[config.mk]
export PLATFORM = sky130hd
export DESIGN_NAME = brbmr_ctrl
export DESIGN_NICKNAME = d
export VERILOG_FILES = /design/src/hdl/brbmr_pkg.sv /design/src/hdl/brbmr_ctrl.sv
export SDC_FILE = /design/constraint.sdc
export NUM_CORES = 1
export LEC_CHECK = 0
export CORE_UTILIZATION = 39
export CTS_CLUSTER_DIAMETER = 30
export DETAILED_ROUTE_END_ITERATION = 8
export DONT_BUFFER_PORTS = 1
export GPL_TIMING_DRIVEN = 0
export SETUP_SLACK_MARGIN = 0.5
export SLEW_MARGIN = 10
export SYNTH_ARGS = -nofsm -noshare
export SYNTH_HDL_FRONTEND = slang
export SYNTH_SLANG_ARGS = --single-unit
[constraint.sdc]
create_clock -name clk -period 9.4 [get_ports clk]
set_clock_uncertainty 0.2 [all_clocks]
set_input_delay 1.41 -clock clk [delete_from_list [all_inputs] [get_ports clk]]
set_output_delay 1.41 -clock clk [all_outputs]
set_load 0.03 [all_outputs]
[src/hdl/brbmr_pkg.sv]
// Package: command codes and default sizes for the broadcast ring buffer.
`timescale 1ns / 1ps

package brbmr_pkg;

  localparam int DEPTH_DEF     = 512;
  localparam int CONSUMERS_DEF = 2;
  localparam int WORD_BITS_DEF = 64;

  localparam int FRAME_W = 64;
  localparam int AVAIL_W = 10;
  localparam int COUNT_W = 32;
  localparam int CMD_W   = 3;
  localparam int ID_W    = 3;

  typedef enum logic [CMD_W-1:0] {
    CMD_PUSH    = 3'd0,
    CMD_POP     = 3'd1,
    CMD_ENABLE  = 3'd2,
    CMD_DISABLE = 3'd3,
    CMD_FLUSH   = 3'd4,
    CMD_DROPS   = 3'd5
  } cmd_t;

endpackage

[src/hdl/brbmr_ctrl.sv]
// Head counter, per-reader state and result registers.
`timescale 1ns / 1ps

module brbmr_ctrl
  import brbmr_pkg::*;
#(
  parameter int DEPTH     = DEPTH_DEF,
  parameter int CONSUMERS = CONSUMERS_DEF,
  parameter int WORD_BITS = WORD_BITS_DEF,
  localparam int AW       = $clog2(DEPTH),
  localparam int IW       = (CONSUMERS > 1) ? $clog2(CONSUMERS) : 1
) (
  input  logic                 clk,
  input  logic                 rst,
  input  logic                 accept,
  input  logic [CMD_W-1:0]     command,
  input  logic [ID_W-1:0]      consumer_id,
  input  logic [FRAME_W-1:0]   frame_data,
  output logic                 mem_we,
  output logic [AW-1:0]        mem_waddr,
  output logic [WORD_BITS-1:0] mem_wdata,
  output logic                 mem_re,
  output logic [AW-1:0]        mem_raddr,
  output logic                 done,
  output logic                 pop_valid,
  output logic [AVAIL_W-1:0]   avail,
  output logic [COUNT_W-1:0]   drops_rep,
  output logic [COUNT_W-1:0]   head
);

  logic [COUNT_W-1:0] tail      [CONSUMERS];
  logic [COUNT_W-1:0] drops     [CONSUMERS];
  logic               en        [CONSUMERS];
  logic [COUNT_W-1:0] tail_next [CONSUMERS];
  logic [COUNT_W-1:0] drops_next[CONSUMERS];
  logic               en_next   [CONSUMERS];
  logic [COUNT_W-1:0] head_next;
  logic               pop_ok;
  logic               id_ok;
  logic [IW-1:0]      sel;
  logic [AVAIL_W-1:0] avail_calc;
  logic [COUNT_W-1:0] drops_calc;
  cmd_t               cmd;

  assign cmd   = cmd_t'(command);
  assign id_ok = 32'(consumer_id) < CONSUMERS;
  assign sel   = consumer_id[IW-1:0];

  always_comb begin
    head_next  = head;
    tail_next  = tail;
    drops_next = drops;
    en_next    = en;
    pop_ok     = 1'b0;
    avail_calc = '0;
    drops_calc = '0;
    if (cmd == CMD_PUSH) begin
      // readers a full ring behind lose their oldest word
      for (int i = 0; i < CONSUMERS; i++) begin
        if (en[i] && ((head - tail[i]) >= COUNT_W'(DEPTH))) begin
          tail_next[i]  = head - COUNT_W'(DEPTH - 1);
          drops_next[i] = drops[i] + 1'b1;
        end
      end
      head_next = head + 1'b1;
    end else if (id_ok) begin
      case (cmd)
        CMD_POP: begin
          if (en[sel] && (tail[sel] != head)) begin
            pop_ok         = 1'b1;
            tail_next[sel] = tail[sel] + 1'b1;
          end
        end
        CMD_ENABLE: begin
          tail_next[sel]  = head;
          drops_next[sel] = '0;
          en_next[sel]    = 1'b1;
        end
        CMD_DISABLE: begin
          en_next[sel] = 1'b0;
        end
        CMD_FLUSH: begin
          tail_next[sel] = head;
        end
        CMD_DROPS: begin
          drops_next[sel] = '0;
        end
        default: begin
        end
      endcase
    end
    if (id_ok) begin
      drops_calc = (cmd == CMD_DROPS) ? drops[sel] : drops_next[sel];
      if (en_next[sel]) begin
        avail_calc = AVAIL_W'(head_next - tail_next[sel]);
      end
    end
  end

  assign mem_we    = accept && (cmd == CMD_PUSH);
  assign mem_waddr = head[AW-1:0];
  assign mem_wdata = frame_data[WORD_BITS-1:0];
  assign mem_re    = accept && pop_ok;
  assign mem_raddr = tail[sel][AW-1:0];

  always_ff @(posedge clk) begin
    if (rst) begin
      head      <= '0;
      done      <= 1'b0;
      pop_valid <= 1'b0;
      for (int i = 0; i < CONSUMERS; i++) begin
        tail[i]  <= '0;
        drops[i] <= '0;
        en[i]    <= 1'b0;
      end
    end else begin
      done <= accept;
      if (accept) begin
        head      <= head_next;
        tail      <= tail_next;
        drops     <= drops_next;
        en        <= en_next;
        pop_valid <= pop_ok;
      end
    end
  end

  always_ff @(posedge clk) begin
    if (accept) begin
      avail     <= avail_calc;
      drops_rep <= drops_calc;
    end
  end

  a_done_follows: assert property (@(posedge clk) disable iff (rst)
    accept |=> done) else $error("result strobe missing after accepted beat");

  a_no_extra_done: assert property (@(posedge clk) disable iff (rst)
    !accept |=> !done) else $error("result strobe without accepted beat");

  a_push_head: assert property (@(posedge clk) disable iff (rst)
    (accept && (cmd == CMD_PUSH)) |=> (head == $past(head) + 1'b1))
    else $error("head did not advance on push");

  a_pop_read: assert property (@(posedge clk) disable iff (rst)
    (done && pop_valid) |-> $past(mem_re))
    else $error("word delivered without a ring read");

  for (genvar g = 0; g < CONSUMERS; g++) begin : g_lag
    a_lag: assert property (@(posedge clk) disable iff (rst)
      en[g] |-> ((head - tail[g]) <= COUNT_W'(DEPTH)))
      else $error("reader lag exceeds ring depth");
  end

endmodule

After elaboration in Yosys (flattened, before gate mapping)
Cells that the tools add are included.
{ "totals": {"register_bits": 206, "latchBits": 0, "ramBits": 0, "mem_bits_ro": 0, "output_inout_bits": 160, "wordCells": 90, "memories": 0} }
{ "op_classes": {"add_sub_neg": 8, "multipliers": 0, "n_div": 0, "magnitude_cmp": 5, "eq_ne": 6, "shift": 0, "muxes": 44, "bitwise_logic": 6, "reduce_logical": 10} }
{ "op_table": {"columns": ["cell", "count"], "rows": [
  ["$mux W32", 16],
  ["$mux W64", 6],
  ["$add A32 B1 Y32 const B", 4],
  ["$bwmux W64", 2],
  ["$pmux W64 S2", 1],
  ["$and A64 B64 Y64", 1],
  ["$ge A32 B10 Y1 const B", 2],
  ["$not A64 Y64", 1],
  ["$sub A32 B32 Y32", 2],
  ["$demux W32 S1", 1],
  ["$ne A32 B32 Y1", 1],
  ["$sub A32 B9 Y32 const B", 1],
  ["$mux W10", 3],
  ["$mux W1", 11],
  ["$sub A10 B10 Y10", 1],
  ["$eq A3 B2 Y1 const B", 2],
  ["$eq A3 B3 Y1 const B", 2],
  ["$logic_and A1 B1 Y1", 6],
  ["$mux W2", 2],
  ["$pmux W2 S2", 1],
  ["$reduce_or A2 Y1", 2],
  ["$eq A3 B1 Y1 const B", 1],
  ["$logic_not A3 Y1", 1],
  ["$lt A3 B2 Y1 const B", 1],
  ["other kinds (8)", 8]
]} }

Depth between registers and ports, before layout
{ "logic_depth": {"word_depth": 14, "depth_mapped": 32, "ltp_nobuf": 29} }

Worst setup path after synthesis
Ideal clock, no wire load.
{ "synth_path": {"path_kind": "input to register", "start": "input port consumer_id[0]", "end": "register avail[9] (data pin)", "setup_ps": 151, "t_arrival_ps": 5912, "path_slack_ps": 3138, "stages": 25, "n_path_buf": 2, "path_cell_list": "buf_2 > buf_4 > mux2_2 > xnor2_1 > nor4_1 > nand4_1 > o21ai_1 > nor2_1 > a32o_1 > a22oi_1 > o22ai_1 > a311oi_1 > a21o_1 > ha_1 > o21ai_0 > a21oi_1 > o21ai_0 > a21boi_0 > o21ai_0 > a21boi_0 > o21ai_0 > nand2b_1 > xnor2_1 > or3_1 > a21oi_1"} }
{ "synth_via": {"elab_chain_len": 14} }
{ "synth_lines": {"columns": ["item", "line_no", "rtl"], "rows": [
  ["from (decl)", "brbmr_ctrl.sv:17", "input logic [ID_W-1:0] consumer_id,"],
  ["$not A1 Y2 *", null, null],
  ["$mux W32 * (3 in series)", null, null],
  ["via mem_raddr[0]", "brbmr_ctrl.sv:23", "output logic [AW-1:0] mem_raddr,"],
  ["$add A32 B1 Y32 or $ne A32 B32 Y1 (tied branches)", "brbmr_ctrl.sv:71, brbmr_ctrl.sv:69", null],
  ["$bwmux W64 or $logic_and A1 B1 Y1 (tied branches)", "brbmr_ctrl.sv:71, brbmr_ctrl.sv:69", null],
  ["$mux W64 *", "brbmr_ctrl.sv:69", "if (en[sel] && (tail[sel] != head)) begin"],
  ["$pmux W64 S2 *", "brbmr_ctrl.sv:67", "case (cmd)"],
  ["$mux W64 *", "brbmr_ctrl.sv:66", "end else if (id_ok) begin"],
  ["$mux W64 *", "brbmr_ctrl.sv:57", "if (cmd == CMD_PUSH) begin"],
  ["$mux W10 (implied by the code) * (3 in series)", "brbmr_ctrl.sv:95", "avail_calc = AVAIL_W'(head_next - tail_next[sel]);"],
  ["$sub A10 B10 Y10 *", "brbmr_ctrl.sv:95", null],
  ["to (signal assigned)", "brbmr_ctrl.sv:130", "avail <= avail_calc;"],
  ["to (decl)", "brbmr_ctrl.sv:26", "output logic [AVAIL_W-1:0] avail,"]
]} }
The timed path passes the listed nets; every way through them passes the cells marked *. The select of a mux whose other input is x is not followed.
A chain may end at the register's enable or synchronous reset.

Final worst setup path
{ "layout_path": {"start": "input port consumer_id[0]", "end": "register avail[9] (data pin)"} }
{ "layout_via": {"elab_chain_len": 14} }
{ "layout_lines": {"columns": ["item", "line_no", "rtl"], "rows": [
  ["$not A1 Y2 (implied by the code)", null, null],
  ["$mux W32 (tied with other cells)", null, null],
  ["$mux W32 or $logic_and A1 B1 Y1 (tied branches)", null, null],
  ["$mux W32 (tied with other cells)", null, null],
  ["$add A32 B1 Y32 (tied with other cells)", "brbmr_ctrl.sv:71", "tail_next[sel] = tail[sel] + 1'b1;"],
  ["$bwmux W64 (tied with other cells)", "brbmr_ctrl.sv:71", null],
  ["$mux W64 or $and A2 B2 Y2 (tied branches)", null, null],
  ["$pmux W64 S2 or $pmux W2 S2 (tied branches)", "brbmr_ctrl.sv:67", null],
  ["$mux W64 or $mux W2 (tied branches)", "brbmr_ctrl.sv:66", null],
  ["$mux W64 or $mux W2 (tied branches)", "brbmr_ctrl.sv:57", null],
  ["$mux W10 (implied by the code) or $mux W1 (tied branches) (3 in series)", "brbmr_ctrl.sv:95, brbmr_ctrl.sv:94", null],
  ["$sub A10 B10 Y10 or $reduce_and A2 Y1 (tied branches)", null, null]
]} }
Parallel ways exist; a longest one is shown, timed or not. The select of a mux whose other input is x is not followed.

==> impl_metrics.yaml <==
run_status:
  outcome: "finished clean"
clock_tree:
  clkTransAtPathRegs_ns: 0.05
  cts_hold_buf: 0
  cts.path.max_buffers: 3
  cts_buffers: 53
  cts_max_level: 2
  clockRootBuffer: "clkbuf_16"
  cts_num_sinks: 206
  tritoncts: "done"
  insertion_delay_ns: 0.62
placement:
  dpl.hpwl_mm: 73.22
  placed_cells: 3355
  gp_congestion: 1.019
  dp_slack_ns: 0.004859
  port_buffers: 0
synthesis:
  ys_types: 98
  synth_edf_count: 42
  ys_ff_latch: 206
  syn-cell-area_um2: 19720
  async_reset_ff_share_pct: 0
  synth_top_area_cell: "dfxtp_1"
  synth_warnings: 0
  synth_nets: 2834
  yosysMostFrequentCell: "nor2_1"
  synth.avg_cell_area_um2: 7.349
  yosysSeqAreaShare_pct: 23.05
  syn_inst: 2683
  yosys-top-cells-area: "dfxtp_1, edfxtp_1, o21ai_0"
  ys.flop_type: "dfxtp_1"
  yosysTopAreaCellShare_pct: 16.65
  synth_top_cells_by_count: "nor2_1, nand2_1, o21ai_0"
setup_path:
  worstSetupPathType: "in -> reg"
  required_ns: 9.62
  crit_arrival_ns: 8.99
  crit_fanout: 10
  start_kind: "input port"
  cp-end-kind: "register"
power:
  combPwrFrac_pct: 15.3
  vdd_ir_drop_max_v: 0.0001263
  p_switching_uw: 1053
  p_int_uw: 2295
  power_frac_seq_pct: 28.7
  switching_share_pct: 31.45
  power_density_nw_per_um2: 149.3
  pwr-share-clk_pct: 55.9
  p_leak_uw: 0.008365
drt:
  drt-initial-drc-count: 3371
  first_pass_iters: 6
  vias: 22980
  viasPerCell: 6.644
  drc: 0
  wire_per_inst_um: 27.82
  wl_mm: 96.20
  ant_nets: 0
layout:
  area_delta_synth_final_pct: 13.78
  nFillCells: 5144
  layout.cells.non_filler: 3458
  utilization_pct: 44.90
  drive_above_1_share_pct: 10.27
  nets: 2891
sta:
  finalHoldViolCount: 0
  fin_setup_tns_ns: 0
  finalSetupViolations: 0
  grt_setup_unrepaired: "false"
  slew_violations: 0
  finalWorstSetupSlack_ns: 0.6262
  slew_headroom_pct: 7.721
  finalCriticalPeriod_ns: 8.774
  worst_slew_pin_slew_ns: 1.379
  whs_ns: 0.3050
  max_freq_mhz: 114.0
  post-route-period-util_pct: 93.34
floorplan:
  core_um2: 49970
  die_h_um: 226.9
  top_level_ports: 233
  rows: 82
  die_width_um: 226.9
  die_area_um2: 51460
  start_util_pct: 39.46
hold_path:
  min_path_type: "reg -> reg"
global_route:
  grt_pass1_vias: 20800
  antenna_found_initial: 3
  grt.overflow.total: 0
  grt_pass1_wl_mm: 138.3
  grt_max_degree: 44
  grt.total_usage_pct: 36.31
run:
  cap_violations: 0
## registers in the layout, indices dropped and copies added, names as in the netlist
register and count:
tail 64, done 1, head 32, pop_valid 1
drops 64, avail 10, drops_rep 32, en 2
## logic make-up after synthesis
| logic type | share of synthesized area (%) |
|---|---|
| compound gates | 28.59 |
| xor+xnor | 6.174 |
| fa+ha+maj | 5.064 |
| buf+inv | 9.436 |
| flops | 23.05 |
| mux | 4.087 |
| simple gates | 23.61 |
## path summary, 6_finish.rpt
| kind | start | to | slack (ns) | depth (start not counted) |
|---|---|---|---|---|
| worst min register to register | drops[28]$_SDFFE_PP0P_ | drops[28]$_SDFFE_PP0P_ | 0.31 | 2 |
| worst max-delay path | consumer_id[0] | avail[9]$_SDFFCE_PN0P_ | 0.63 | 24 |
| worst min-delay path | drops[28]$_SDFFE_PP0P_ | drops[28]$_SDFFE_PP0P_ | 0.31 | 2 |
| worst max register to register | head[0]$_SDFFE_PP0P_ | avail[9]$_SDFFCE_PN0P_ | 0.96 | 30 |
## worst max-delay path, stage by stage
cell and delay, ns:
buf_2 0.31, buf_6 0.27, buf_2 0.28, buf_2 0.28
buf_1 0.58, buf_1 0.62, buf_1 0.75, clkbuf_2 0.58
clkbuf_1 0.82, o211ai_1 0.23, o21ai_0 0.15, ha_1 0.26
nor2b_1 0.12, o21ai_0 0.23, a21oi_1 0.14, o21ai_0 0.24
a21boi_0 0.17, o21ai_0 0.23, a21boi_0 0.16, o21ai_1 0.28
nand2b_1 0.11, xnor2_1 0.18, or3_1 0.34, a21oi_2 0.22
## per-stage QoR
step	area, um^2	power, uW
floorplan	19720	1305
global placement	20560	1465
detailed placement	20560	1465
CTS	22410	3327
global route	22430	3418
finish	22430	3349
## repair_timing
item	CTS	global route
gates resized for setup	2	9
buffers inserted	2	0
pin swaps	1	1
setup endpoints to repair	1	1
## cell usage in the layout (no fill, tap or decap), drive strengths merged, types with 55 or more instances in the layout
| master | n |
|---|---|
| dfxtp | 164 |
| nand2 | 242 |
| nor3 | 70 |
| nand4 | 57 |
| nor2 | 244 |
| a211oi | 100 |
| a21oi | 191 |
| mux2i | 55 |
| xnor2 | 89 |
| clkbuf | 208 |
| ha | 75 |
| nand3 | 68 |
| buf | 138 |
| inv | 119 |
| o21ai | 206 |
## area by class of cell
type | instances | area (um^2) | share of cell area (%)
plain buffers | 285 | 1443 | 6.431
flip-flops and latches | 206 | 4544 | 20.26
clock buffers | 59 | 1359 | 6.057
repair buffers | 2 | 15.01 | 0.06693
clock inverters | 41 | 470.5 | 2.097
inverters | 112 | 420.4 | 1.874
well taps | 672 | 840.8 | 3.748
multi-input cells | 2080 | 13340 | 59.46
diodes | 1 | 2.502 | 0.01115
## power by group through the flow
stage | sequential (uW) | clock [uW] | combinational [uW]
global route | 964 | 1920 | 534
finish | 962 | 1870 | 514
detailed placement | 978 | 0 | 487
floorplan | 972 | 0 | 333
global placement | 978 | 0 | 488
CTS | 962 | 1880 | 489
## per-layer routing
metal / GRT usage [%] / part of all wire (%) / vias up
li1: - / - / 10000
met3: 9.810 / 12 / 273
met1: 50.67 / 42 / 11090
met2: 51.96 / 41 / 1613
met4: 15.08 / 4.1 / 2
met5: 0 / 0.014 / -
Note: power is estimated with default switching activity, not from simulation.
